===== src/hdl/ptw_pkg.sv =====
// ----------------------------------------------------------------------------
// ptw_pkg
// Shared types and constants for the four-level page table walker.
// ----------------------------------------------------------------------------
package ptw_pkg;

    localparam int unsigned VA_W    = 48;
    localparam int unsigned PA_W    = 52;
    localparam int unsigned ENTRY_W = 64;
    localparam int unsigned IDX_W   = 9;

    // Bit of an entry that marks a large page at the third and second levels
    localparam int unsigned LARGE_BIT = 7;

    typedef enum logic {
        OP_TRANSLATE = 1'b0,
        OP_RESPONSE  = 1'b1
    } op_t;

    typedef enum logic [1:0] {
        KIND_READ   = 2'd0,
        KIND_DONE   = 2'd1,
        KIND_REJECT = 2'd2
    } kind_t;

    typedef enum logic [1:0] {
        PAGE_4K = 2'd0,
        PAGE_2M = 2'd1,
        PAGE_1G = 2'd2
    } page_size_t;

    typedef struct packed {
        op_t                  operation;
        logic [VA_W-1:0]      linear_address;
        logic [ENTRY_W-1:0]   entry_data;
    } ptw_in_t;

    typedef struct packed {
        kind_t                kind;
        logic [PA_W-1:0]      read_address;
        logic [PA_W-1:0]      translated_address;
        page_size_t           page_size;
    } ptw_out_t;

endpackage


===== src/hdl/four_level_page_table_walker_unit.sv =====
// ----------------------------------------------------------------------------
// four_level_page_table_walker_unit
// Walks a four-level page table for 48-bit linear addresses, one beat a cycle while the output buffer has room.
// ----------------------------------------------------------------------------
// Usage:
//   Input channel (in_valid/in_ready/in_data) carries either a translate
//   request (operation 0, linear_address) or the entry returned by memory
//   for the last read the block issued (operation 1, entry_data).
//   Every input beat yields exactly one output beat on out_valid/out_ready:
//   a read request with the entry address, a finished translation with the
//   physical address and page size, or a reject (request while a walk is in
//   progress, or a response while idle).
//   cfg_wr_en/cfg_wr_data load the 52-bit table root; write it while idle.
// Flow and throughput:
//   A beat accepted on the input is registered in the input stage, resolved
//   against the walk state and registered in the output register, or in
//   the skid entry while the head stalls. One beat is accepted every cycle
//   while the skid is free; the combinational resolve stage sits between the registers.
// Reset: the walk goes idle, the table root clears and the input stage, output register and skid entry empty.
// Stall: a two-entry output buffer (output register plus skid) absorbs a
//   stalled receiver; in_ready drops only once the skid entry is occupied.
// ----------------------------------------------------------------------------
module four_level_page_table_walker_unit
    import ptw_pkg::*;
(
    input  logic            clk,
    input  logic            rst_n,
    input  logic            in_valid,
    output logic            in_ready,
    input  ptw_in_t         in_data,
    output logic            out_valid,
    input  logic            out_ready,
    output ptw_out_t        out_data,
    input  logic            cfg_wr_en,
    input  logic [PA_W-1:0] cfg_wr_data
);

    // Walk level: which entry the walk is waiting for
    typedef enum logic [1:0] {
        LVL_TOP    = 2'd0,
        LVL_THIRD  = 2'd1,
        LVL_SECOND = 2'd2,
        LVL_LOWEST = 2'd3
    } level_t;

    // Configuration and walk state
    logic [PA_W-1:0] root_reg;
    logic            busy_reg,  busy_next;
    level_t          level_reg, level_next;
    logic [VA_W-1:0] held_reg,  held_next;

    // Input stage
    logic            stage_valid_reg;
    ptw_in_t         stage_reg;

    // Output buffer: head register and skid entry
    logic            out_valid_reg, out_valid_next;
    ptw_out_t        out_reg,       out_next;
    logic            skid_valid_reg, skid_valid_next;
    ptw_out_t        skid_reg,      skid_next;

    logic            push;
    logic            pop;
    ptw_out_t        result;

    logic [IDX_W-1:0] root_idx;
    logic [ENTRY_W-1:0] entry;
    logic [VA_W-1:0] req_va;

    // Advance the input stage whenever the buffer has a free slot
    assign push     = stage_valid_reg && !skid_valid_reg;
    assign pop      = out_valid_reg && out_ready;
    assign in_ready = !stage_valid_reg || !skid_valid_reg;

    assign entry    = stage_reg.entry_data;
    assign req_va   = stage_reg.linear_address;
    assign root_idx = req_va[47:39];

    // Resolve the staged beat against the walk state.
    // Table bases and page bases are aligned, so base plus offset is a splice.
    always_comb
    begin
        result     = '{kind: KIND_REJECT, read_address: '0,
                       translated_address: '0, page_size: PAGE_4K};
        busy_next  = busy_reg;
        level_next = level_reg;
        held_next  = held_reg;

        if (stage_reg.operation == OP_TRANSLATE)
        begin
            if (!busy_reg)
            begin
                held_next  = req_va;
                busy_next  = 1'b1;
                level_next = LVL_TOP;
                result.kind = KIND_READ;
                // Root is not aligned, so a real add here; wrap at 52 bits
                result.read_address = root_reg + {{(PA_W-IDX_W-3){1'b0}}, root_idx, 3'b000};
            end
        end
        else if (busy_reg)
        begin
            case (level_reg)
                LVL_TOP:
                begin
                    level_next = LVL_THIRD;
                    result.kind = KIND_READ;
                    result.read_address = {entry[51:12], held_reg[38:30], 3'b000};
                end
                LVL_THIRD:
                begin
                    if (entry[LARGE_BIT])
                    begin
                        busy_next  = 1'b0;
                        level_next = LVL_TOP;
                        result.kind = KIND_DONE;
                        result.translated_address = {entry[51:30], held_reg[29:0]};
                        result.page_size = PAGE_1G;
                    end
                    else
                    begin
                        level_next = LVL_SECOND;
                        result.kind = KIND_READ;
                        result.read_address = {entry[51:12], held_reg[29:21], 3'b000};
                    end
                end
                LVL_SECOND:
                begin
                    if (entry == '0)
                    begin
                        busy_next  = 1'b0;
                        level_next = LVL_TOP;
                        result.kind = KIND_DONE;
                    end
                    else if (entry[LARGE_BIT])
                    begin
                        busy_next  = 1'b0;
                        level_next = LVL_TOP;
                        result.kind = KIND_DONE;
                        result.translated_address = {entry[51:21], held_reg[20:0]};
                        result.page_size = PAGE_2M;
                    end
                    else
                    begin
                        level_next = LVL_LOWEST;
                        result.kind = KIND_READ;
                        result.read_address = {entry[51:12], held_reg[20:12], 3'b000};
                    end
                end
                default:
                begin
                    busy_next  = 1'b0;
                    level_next = LVL_TOP;
                    result.kind = KIND_DONE;
                    if (entry != '0)
                    begin
                        result.translated_address = {entry[51:12], held_reg[11:0]};
                    end
                end
            endcase
        end
    end

    // Output buffer next state: the skid entry fills only while the head stalls
    always_comb
    begin
        out_next        = out_reg;
        out_valid_next  = out_valid_reg;
        skid_next       = skid_reg;
        skid_valid_next = skid_valid_reg;

        if (!out_valid_reg)
        begin
            out_next       = result;
            out_valid_next = push;
        end
        else if (pop)
        begin
            out_next        = skid_valid_reg ? skid_reg : result;
            out_valid_next  = skid_valid_reg || push;
            skid_valid_next = 1'b0;
        end
        else if (push)
        begin
            skid_next       = result;
            skid_valid_next = 1'b1;
        end
    end

    always_ff @(posedge clk or negedge rst_n)
    begin
        if (!rst_n)
        begin
            root_reg        <= '0;
            busy_reg        <= 1'b0;
            level_reg       <= LVL_TOP;
            held_reg        <= '0;
            stage_valid_reg <= 1'b0;
            out_valid_reg   <= 1'b0;
            skid_valid_reg  <= 1'b0;
        end
        else
        begin
            if (cfg_wr_en)
            begin
                root_reg <= cfg_wr_data;
            end

            // Walk state advances only when the staged beat leaves
            if (push)
            begin
                busy_reg  <= busy_next;
                level_reg <= level_next;
                held_reg  <= held_next;
            end

            if (in_ready)
            begin
                stage_valid_reg <= in_valid;
            end

            out_valid_reg  <= out_valid_next;
            skid_valid_reg <= skid_valid_next;
        end
    end

    // Payload registers: no reset
    always_ff @(posedge clk)
    begin
        if (in_valid && in_ready)
        begin
            stage_reg <= in_data;
        end
        out_reg  <= out_next;
        skid_reg <= skid_next;
    end

    assign out_valid = out_valid_reg;
    assign out_data  = out_reg;

endmodule


===== config.mk =====
export PLATFORM = sky130hd
export DESIGN_NAME = four_level_page_table_walker_unit
export DESIGN_NICKNAME = d
export VERILOG_FILES = /design/src/hdl/ptw_pkg.sv /design/src/hdl/four_level_page_table_walker_unit.sv
export SDC_FILE = /design/constraint.sdc
export NUM_CORES = 1
export LEC_CHECK = 0
export BUFFER_PORTS_ARGS = -buffer_cell sky130_fd_sc_hd__buf_2
export CORE_MARGIN = 4
export CORE_UTILIZATION = 51
export CTS_CLUSTER_DIAMETER = 60
export DETAILED_ROUTE_END_ITERATION = 16
export HOLD_SLACK_MARGIN = 0.06
export PLACE_DENSITY_LB_ADDON = 0.3
export REMOVE_ABC_BUFFERS = 1
export SLEW_MARGIN = 25
export SYNTH_ARGS = -nofsm -noshare
export SYNTH_HDL_FRONTEND = slang
export SYNTH_SLANG_ARGS = --single-unit

===== constraint.sdc =====
create_clock -name clk -period 7.9 [get_ports clk]
set_input_delay 1.185 -clock clk [delete_from_list [all_inputs] [get_ports clk]]
set_output_delay 1.185 -clock clk [all_outputs]
set_load 0.1 [all_outputs]

==> results of run 1 <==
## layer usage
metal / up-vias / GRT usage [%]
li1: 5434 / -
met1: 5934 / 33.7
met2: 599 / 38.8
met3: 103 / 5.07
met4: 8 / 7.14
met5: - / 0
## cell usage in the layout (no fill, tap or decap), types with 11 or more instances in the layout
master     instances
ha_1              14
edfxtp_1         329
nor2_1            44
mux2_2           105
dfrtp_1           97
clkbuf_16         47
xnor2_1           36
nor3_1            23
inv_1             20
nor4_1            26
o21ai_0           60
and2_1            45
o211ai_1          11
buf_4             18
o31ai_1           14
buf_2            278
o2bb2ai_1         29
nand2_1          137
nand4_1           25
nand3_1           22
o221ai_1          16
a21oi_1           32
clkbuf_1          17
## through the flow
step	total power [mW]	setup slack, ns	hold slack (ns)	utilization [%]
after global placement	7.49	4.13	0.461	57.3
after detailed placement	7.58	3.87	0.464	57.4
after global routing	10.0	3.97	0.491	61.8
after floorplan	6.65	-1.18	0.456	-
final	9.67	4.22	0.474	61.8
after CTS	9.70	3.84	0.480	61.7
## cell families after synthesis
logic type               Yosys count  share of synthesized area [%]
buffers and inverters             88                           1.90
adder cells (fa/ha/maj)           15                           1.09
multiplexers                     114                           7.11
AND/OR/NAND/NOR                  371                           10.4
XOR/XNOR                          38                           1.86
AO/OA/AOI/OAI                    225                           8.78
flip-flops                       426                           68.8
## worst max path at each step
stage,startpoint,end,cells past startpoint
2_1_floorplan,out_valid$_DFF_PN0_,skid_reg[0]$_DFFE_PP_,2
3_3_place_gp,entry[45]$_DFFE_PP_,out_data[12]$_DFFE_PN_,7
3_5_place_dp,entry[45]$_DFFE_PP_,out_data[38]$_DFFE_PN_,7
4_1_cts,entry[45]$_DFFE_PP_,out_data[38]$_DFFE_PN_,7
5_1_grt,entry[45]$_DFFE_PP_,out_data[13]$_DFFE_PN_,7
6_report,entry[47]$_DFFE_PP_,out_data[9]$_DFFE_PN_,7
## power by group through the flow
stage	logic, mW	clock network (mW)	registers, mW
3_3_place_gp	3.90	0	3.60
4_1_cts	3.98	2.15	3.58
6_report	3.99	2.11	3.58
2_1_floorplan	1.18	0	5.47
3_5_place_dp	3.96	0	3.61
5_1_grt	4.17	2.24	3.63
## layout make-up
class	count	share of cell area, %
Timing Repair Buffer	299	7.46
Sequential cell	426	57.6
Tap cell	455	2.67
Antenna cell	3	0.0352
Multi-Input combinational cell	763	24.9
Clock buffer	72	6.32
Clock inverter	12	0.639
Inverter	20	0.352
==> out/metrics.cfg, run 1 <==
[yosys]
ys_top_cells_by_area=edfxtp_1, dfrtp_1, mux2_2
yosys.cell_count.top_type=edfxtp_1
synth-seq-cells=426
ys_types=63
synth_top_cell_by_area=edfxtp_1
syn_avg_cell_area_um2=14.0
synth_commonest_cells=edfxtp_1, nand2_1, mux2_2
yosysTopAreaCellShare_pct=55.2
ys_warn_count=0
synth_area_mm2=0.0179
async_flop_share_pct=22.8
synth_cells=1277
synth-edff-count=329
synth-seq-area-share_pct=68.8
synthFlopType=edfxtp_1

[sta]
tightest_slew_ns=1.05
skew_ns=0.0151
slew_viol_final=0
setup_violations=0
fin_tns_setup_ns=0
hold_violations=0
rsz0062_at_grt=no
min_period_ns=3.68
slew_headroom_pct=30.3
max_freq_mhz=272
fin_crit_sh_pct=46.6

[critical_path]
regToRegEndpoint=out_data[9]$_DFFE_PN_
critical_path.slowest_cell=nor4_1
crit_type=reg -> reg
crit_arrival_ns=3.94
crit_path_max_fanout=47
r2r_setup_slack_ns=4.22
worstPathCellList=nor4_1, nand4_1, nor4_4, a21o_1, o21bai_4, buf_4, o21ai_0
max_stage_delay_ns=0.68
start_kind=register
end_kind=register
cp_top_family=simple AND/OR/NAND/NOR gates
worst-r2r-cell-count=7
timing.rr.start=entry[47]$_DFFE_PP_
required_ns=8.16
path_buf_inv=1

[placement]
hpwl_um=31500
placed_cells=1961
placed_cell_area_mm2=0.0198
gp_congestion=0.892
port_buffers=279

[cts]
cts.sinks=426
cts_tree=done
clockBufferDepth=3
htreeDepth=2
cts-root-buf=clkbuf_16
cts_resized=0
insertion_delay_ns=0.55
clk_pin_slew_ns=0.06
cts_buffers=45
cts_setup_buffers=0
postCtsHoldBufs=0

[power]
combPwrFrac_pct=41.2
seq_power_share_pct=37.0
irDropWorstVdd_uv=366
cellPowerDensity_mw_per_mm2=453
switchingPower_mw=4.37
leakagePower_nw=8.20
clkPwrFrac_pct=21.8
p_int_mw=5.30
swShare_pct=45.2

[detailed_routing]
met1_length_um=19400
antenna_left=0
vias=12078
wl_met3_um=4080
wire_per_inst_um=23.1
routed_wl_um=47300
first_pass_iters=6
highest_layer=met5
vias_per_cell=5.89
wl_met2_um=22400
drcViolationCount=0
drt-initial-drc-count=1058

[floorplanning]
ios=280
die_h_um=195
die_area_mm2=0.0381
start_util_pct=51.8
dieWidth_um=195
rows=68
core_mm2=0.0345

[hold_path]
hp-class=reg -> reg
hold_depth=1
worstHoldStart=req_va[30]$_DFFE_PP_
holdPathEnd=held_reg[30]$_DFFE_PN0P_

[final_layout]
fin_area_mm2=0.0214
drive_gt1_share_pct=30.9
regArea_mm2=0.0123
nNetsFinal=1740
multi_input_comb_area_mm2=0.00532
fin_cells=2050
fill_cells=2760
syn2layout_area_growth_pct=19.4

[global_routing]
grt_antenna_before_repair=6
grt_max_degree=99
grt_pass1_wl_um=71600
grtUsageTotal_pct=24.2
grt_pass1_vias=12018
overflow=0

[flow_run]
cap_violations=0

[status]
status=finished, final reports clean

Note: power is estimated with default switching activity, not from simulation.
==> inputs of run 2 (changes only) <==
--- a/config.mk
+++ b/config.mk
@@ -7,7 +7,7 @@
 export LEC_CHECK = 0
 export BUFFER_PORTS_ARGS = -buffer_cell sky130_fd_sc_hd__buf_2
 export CORE_MARGIN = 4
-export CORE_UTILIZATION = 51
+export CORE_UTILIZATION = 57
 export CTS_CLUSTER_DIAMETER = 60
 export DETAILED_ROUTE_END_ITERATION = 16
 export HOLD_SLACK_MARGIN = 0.06
==> constraint.sdc (replaced) <==
create_clock -name clk -period 3.6 [get_ports clk]
set_input_delay 0.54 -clock clk [delete_from_list [all_inputs] [get_ports clk]]
set_output_delay 0.54 -clock clk [all_outputs]
set_load 0.1 [all_outputs]
==> run 2 against run 1 <==
  * Clock skew is 0.0021 ns lower
  * Routed wire length is 3.3% lower
  * Fmax is 7.6% higher
  * Cell area is 0.39% higher
  * Worst setup slack worse by 4.0 ns
  * Critical path depth stayed put
  * Die area is 10% lower
  * Via count is 0.85% higher
  * Clock power is 120% higher
  * Register-to-register slack worse by 4.0 ns
  * Critical endpoint is now skid_reg[72]$_DFFE_PP_
==> out/metrics.cfg, run 2 (synthesis gave the netlist of run 1 again) <==
[power]
irDropWorstVdd_uv=637  ; was 366 uV
cellPowerDensity_mw_per_mm2=998  ; was 453 mW/mm^2
leakagePower_nw=8.28  ; was 8.20 nW

[critical_path]
required_ns=3.89  ; was 8.16 ns
r2r_setup_slack_ns=0.18  ; was 4.22 ns
crit_type=reg -> reg  ; unchanged
crit_start=entry[7]$_DFFE_PP_  ; was entry[47]$_DFFE_PP_
path_buf_inv=1  ; unchanged
worst-r2r-cell-count=7  ; unchanged
regToRegEndpoint=skid_reg[72]$_DFFE_PP_  ; was out_data[9]$_DFFE_PN_
end_kind=register  ; unchanged
critical_path.slowest_cell=nor4_2  ; was nor4_1
timing.rr.start=entry[7]$_DFFE_PP_  ; was entry[47]$_DFFE_PP_
crit_arrival_ns=3.71  ; was 3.94 ns
start_kind=register  ; unchanged
crit_path_max_fanout=17  ; was 47
cp_top_family=simple AND/OR/NAND/NOR gates  ; unchanged
max_stage_delay_ns=0.65  ; was 0.68 ns
worstPathCellList=nor4_1, nand4_1, nor4_2, o21ai_2, and2_1, buf_4, a22o_1  ; was nor4_1, nand4_1, nor4_4, a21o_1, o21bai_4, buf_4, o21ai_0

[final_layout]
mostFrequentLayoutCells=edfxtp_1, buf_2, nand2_1  ; unchanged
syn2layout_area_growth_pct=19.9  ; was 19.4%
utilization_pct=69.7  ; was 61.8%
fill_cells=2183  ; was 2760
nNetsFinal=1757  ; was 1740
drive_gt1_share_pct=31.9  ; was 30.9%
fin_cells=2007  ; was 2050
mostFrequentLayoutCell=edfxtp_1  ; unchanged

[cts]
cts_tree=done  ; unchanged
cts_buffers=45  ; unchanged
clockBufferDepth=3  ; unchanged
postCtsHoldBufs=0  ; unchanged
cts_resized=0  ; unchanged
htreeDepth=2  ; unchanged
cts.sinks=426  ; unchanged
insertion_delay_ns=0.54  ; was 0.55 ns
cts-root-buf=clkbuf_16  ; unchanged
cts_setup_buffers=0  ; unchanged
clk_pin_slew_ns=0.06  ; about the same

[global_routing]
grt_use_met2_pct=42.0  ; was 38.8%
grtUsageTotal_pct=26.2  ; was 24.2%
overflow=0  ; unchanged
grt_max_degree=75  ; was 99
grt.met3_usage_pct=5.16  ; was 5.07%
met1_usage_pct=36.9  ; was 33.7%
grt_pass1_vias=11880  ; was 12.0k
busiest_layer=met2  ; unchanged
grt_antenna_before_repair=2  ; was 6
grt_pass1_wl_um=68500  ; was 71600 um

[detailed_routing]
drcViolationCount=0  ; unchanged
vias_per_cell=6.07  ; was 5.89
first_pass_iters=5  ; was 6
wire_per_inst_um=22.8  ; was 23.1 um
drt-initial-drc-count=1358  ; was 1058
antenna_left=0  ; unchanged
routed_wl_um=45700  ; was 47300 um
vias=12181  ; was 12.1k

[placement]
hpwl_um=31300  ; was 31500 um
gp_congestion=0.879  ; was 0.892
pre_cts_slack_ns=0.228  ; was 3.87 ns
placed_cells=1921  ; was 1961
port_buffers=279  ; unchanged

[sta]
min_period_ns=3.42  ; was 3.68 ns
tightest_slew_ns=1.05  ; about the same
fin_crit_sh_pct=95.0  ; was 46.6%
finalHoldWorstSlack_ns=0.0670  ; was 0.474 ns
setup_violations=0  ; unchanged
max_freq_mhz=292  ; was 272 MHz
slew_viol_final=0  ; unchanged
skew_ns=0.0130  ; was 0.0151 ns
postLayoutSetupSlackWorst_ns=0.180  ; was 4.22 ns
rsz0062_at_grt=no  ; unchanged
hold_violations=0  ; unchanged
slew_headroom_pct=30.2  ; was 30.3%

[floorplanning]
ios=280  ; unchanged
die_area_mm2=0.0343  ; was 0.0381 mm^2
die_h_um=185  ; was 195 um
core_mm2=0.0307  ; was 0.0345 mm^2
rows=64  ; was 68
dieWidth_um=185  ; was 195 um
start_util_pct=58.2  ; was 51.8%

[hold_path]
hp-class=in -> async  ; was reg -> reg

[flow_run]
cap_violations=0  ; unchanged

[status]
status=finished, final reports clean  ; unchanged

==> run 2: cell types whose count changed in the layout (fill, tap and decap cells not counted), moves of 2 or more <==
| cell | change |
|---|---|
| inv_8 | +2 |
| clkinv_1 | -3 |
| clkinvlp_4 | +2 |
| buf_4 | +17 |
| clkbuf_8 | -7 |
| clkinv_2 | +5 |
| bufinv_16 | +3 |
==> run 2: metrics by stage <==
step	setup TNS, ns	area, um^2	power, mW
after global routing	0	21400	22.2
final	0	21400	21.4
after global placement	0	19900	16.5
after CTS	0	21400	21.4
after floorplan	-728.95	17600	14.6
after detailed placement	0	19900	16.7
==> run 2: how the worst max path moves through the flow <==
stage	endpoint	slack [ns]	depth (start not counted)
2_1_floorplan	skid_reg[0]$_DFFE_PP_	-5.48	2
3_3_place_gp	skid_reg[72]$_DFFE_PP_	0.25	7
3_5_place_dp	skid_reg[72]$_DFFE_PP_	0.23	7
4_1_cts	skid_reg[72]$_DFFE_PP_	0.19	7
5_1_grt	skid_reg[72]$_DFFE_PP_	0.07	7
6_report	skid_reg[72]$_DFFE_PP_	0.18	7
==> run 2: per-layer routing <==
layer  routed length [um]  part of all wire (%)  up-vias
met2                21600                    47      664
li1                     -                     -     5468
met1                18400                    40     5949
met4                 1390                   3.0        2
met5                    7                 0.015        -
met3                 4360                   9.5       98
==> run 2: area by class of cell <==
type                            instances  area (um^2)  share of cell area (%)
Sequential cell                       426        12300                    57.4
Clock buffer                           64         1250                    5.83
Antenna cell                            2         5.00                  0.0233
Inverter                               20         75.1                   0.350
Timing Repair Buffer                  316         1730                    8.07
Clock inverter                         20          269                    1.25
Multi-Input combinational cell        763         5310                    24.8
Tap cell                              396          495                    2.31
==> run 2: where the power goes <==
part	internal [mW]	switching, mW
clock	2.87	1.85
combinational	1.79	7.00
sequential	7.11	0.768
total	11.8	9.62
==> inputs of run 3 (changes only) <==
--- a/config.mk
+++ b/config.mk
@@ -9,9 +9,10 @@
 export CORE_MARGIN = 4
 export CORE_UTILIZATION = 57
 export CTS_CLUSTER_DIAMETER = 60
+export CTS_CLUSTER_SIZE = 28
 export DETAILED_ROUTE_END_ITERATION = 16
 export HOLD_SLACK_MARGIN = 0.06
-export PLACE_DENSITY_LB_ADDON = 0.3
+export PLACE_DENSITY = 0.8
 export REMOVE_ABC_BUFFERS = 1
 export SLEW_MARGIN = 25
 export SYNTH_ARGS = -nofsm -noshare
==> run 3 against run 2 <==
  * Hold slack better by 0.044 ns
  * Worst setup slack better by 0.22 ns
  * Combinational power about the same
  * First-iteration DRC count up 7.3%
  * Global-route usage is 0.11 points higher
  * Non-clock buffer count shrank 11
  * Via count increased by 0.27%
  * Clock-buffer cell count is 28 lower
  * Cell area fell by 2.2%
  * Critical endpoint is now skid_reg[104]$_DFFE_PP_
==> out/metrics.cfg, run 3 (synthesis gave the netlist of run 1 again) <==
[critical_path]
timing.rr.start=entry[7]$_DFFE_PP_  ; unchanged
worst-r2r-cell-count=8  ; was 7
crit_start=entry[7]$_DFFE_PP_  ; unchanged
start_kind=register  ; unchanged
crit_arrival_ns=3.53  ; was 3.71 ns
crit_type=reg -> reg  ; unchanged
crit_path_max_fanout=16  ; was 17
required_ns=3.93  ; was 3.89 ns
end_kind=register  ; unchanged

[sta]
skew_ns=0.0281  ; was 0.0130 ns
slew_viol_final=0  ; unchanged
rsz0062_at_grt=no  ; unchanged
max_freq_mhz=313  ; was 292 MHz
min_period_ns=3.20  ; was 3.42 ns
slew_headroom_pct=36.6  ; was 30.2%
fin_tns_setup_ns=0  ; unchanged
postLayoutSetupSlackWorst_ns=0.402  ; was 0.180 ns
tightest_slew_ns=0.952  ; was 1.05 ns
setup_violations=0  ; unchanged
fin_crit_sh_pct=88.8  ; was 95.0%
hold_violations=0  ; unchanged

[hold_path]
worstHoldStart=in_data[0]
hold_depth=1
hp-class=in -> reg  ; was in -> async

[cts]
cts_resized=0  ; unchanged
htreeDepth=1  ; was 2
cts-root-buf=clkbuf_16  ; unchanged
cts.sinks=426  ; unchanged
cts_setup_buffers=0  ; unchanged
clockBufferDepth=3  ; unchanged
clk_pin_slew_ns=0.09  ; was 0.06 ns
cts_buffers=31  ; was 45
insertion_delay_ns=0.60  ; was 0.54 ns
cts_tree=done  ; unchanged

[global_routing]
grt_max_degree=91  ; was 75
grtUsageTotal_pct=26.3  ; was 26.2%
grt_pass1_wl_um=69100  ; was 68500 um
grt_pass1_vias=11955  ; was 11.9k
overflow=0  ; unchanged
grt_antenna_before_repair=5  ; was 2

[power]
cellPowerDensity_mw_per_mm2=969  ; was 998 mW/mm^2
irDropWorstVdd_uv=637  ; about the same
leakagePower_nw=8.02  ; was 8.28 nW
finalPower_mw=20.3  ; was 21.4 mW

[floorplanning]
die_area_mm2=0.0343  ; unchanged
die_h_um=185  ; unchanged
dieWidth_um=185  ; unchanged
ios=280  ; unchanged
start_util_pct=58.2  ; unchanged
core_mm2=0.0307  ; unchanged
rows=64  ; unchanged

[final_layout]
syn2layout_area_growth_pct=17.2  ; was 19.9%
multi_input_comb_area_mm2=0.00531  ; unchanged
mostFrequentLayoutCells=edfxtp_1, buf_2, nand2_1  ; unchanged
nNetsFinal=1732  ; was 1757
regArea_mm2=0.0123  ; unchanged
drive_gt1_share_pct=31.2  ; was 31.9%
utilization_pct=68.2  ; was 69.7%
mostFrequentLayoutCell=edfxtp_1  ; unchanged
fill_cells=2174  ; was 2183

[detailed_routing]
antenna_left=0  ; unchanged
drcViolationCount=0  ; unchanged
vias_per_cell=6.19  ; was 6.07
first_pass_iters=6  ; was 5
drt-initial-drc-count=1457  ; was 1358
routed_wl_um=46200  ; was 45700 um
wire_per_inst_um=23.4  ; was 22.8 um
vias=12214  ; about the same

[status]
status=finished, final reports clean  ; unchanged

[placement]
port_buffers=279  ; unchanged
pre_cts_slack_ns=0.449  ; was 0.228 ns
hpwl_um=31300  ; about the same
gp_congestion=0.876  ; was 0.879

[flow_run]
cap_violations=0  ; unchanged

run 3: changes by cell type in the layout (fill, tap and decap cells not counted), moves of 5 or more:
cell       delta
clkbuf_16    -15
buf_4        -14
clkbuf_1     -13
bufinv_16     -6
clkinv_2      -6
clkinv_8      +5
run 3: critical path: stages, from the launching register on:
cell and delay, ns:
edfxtp_1 0.54, nor4_1 0.53, nand4_1 0.23, nor4_2 0.36, buf_4 0.23, o21ai_2 0.08
and2_1 0.45, buf_4 0.35, o2bb2ai_1 0.16
run 3: path summary, 6_finish.rpt:
| kind | slack (ns) | end |
|---|---|---|
| max in group asynchronous | 2.27 | held_reg[3]$_DFFE_PN0P_ |
| hold / removal | 0.11 | entry[0]$_DFFE_PP_ |
| hold reg to reg | 0.48 | held_reg[10]$_DFFE_PN0P_ |
| min in group asynchronous | 0.56 | root_reg[24]$_DFFE_PN0P_ |
| setup reg to reg | 0.40 | skid_reg[104]$_DFFE_PP_ |
| setup / recovery | 0.40 | skid_reg[104]$_DFFE_PP_ |
run 3: through the flow:
step           cell area [um^2]  hold slack (ns)  instances
2_1_floorplan             17600            0.244       1209
3_3_place_gp              19800            0.457       1907
3_5_place_dp              19800            0.464       1908
4_1_cts                   20900           0.0976       1967
5_1_grt                   21000           0.0899       1971
6_report                  21000            0.111       1973
run 3: per-layer routing:
| metal | track usage (%) | wire length, um | vias to the layer above |
|---|---|---|---|
| met3 | 6.15 | 4660 | 110 |
| met2 | 42.0 | 22000 | 697 |
| met5 | 0 | 27 | - |
| met4 | 8.93 | 1820 | 4 |
| li1 | - | - | 5423 |
| met1 | 36.0 | 17700 | 5980 |
run 3: report_power, final:
group          internal, mW  switching [mW]
Sequential             7.10           0.773
Combinational          1.75            7.00
Clock                  1.77            1.92
Total                  10.6            9.70
run 3: what timing repair did:
item                       4_1_cts  5_1_grt
hold buffers                     1        0
setup endpoints to repair        0        0
hold endpoints to repair        48        0
run 3: layout make-up:
cell class	count	share of cell area, %
flip-flops and latches	426	58.7
multi-input cells	763	25.3
repair buffers	305	7.99
clock buffers	36	3.94
well taps	396	2.36
clock inverters	22	1.27
inverters	20	0.358
diodes	5	0.0597
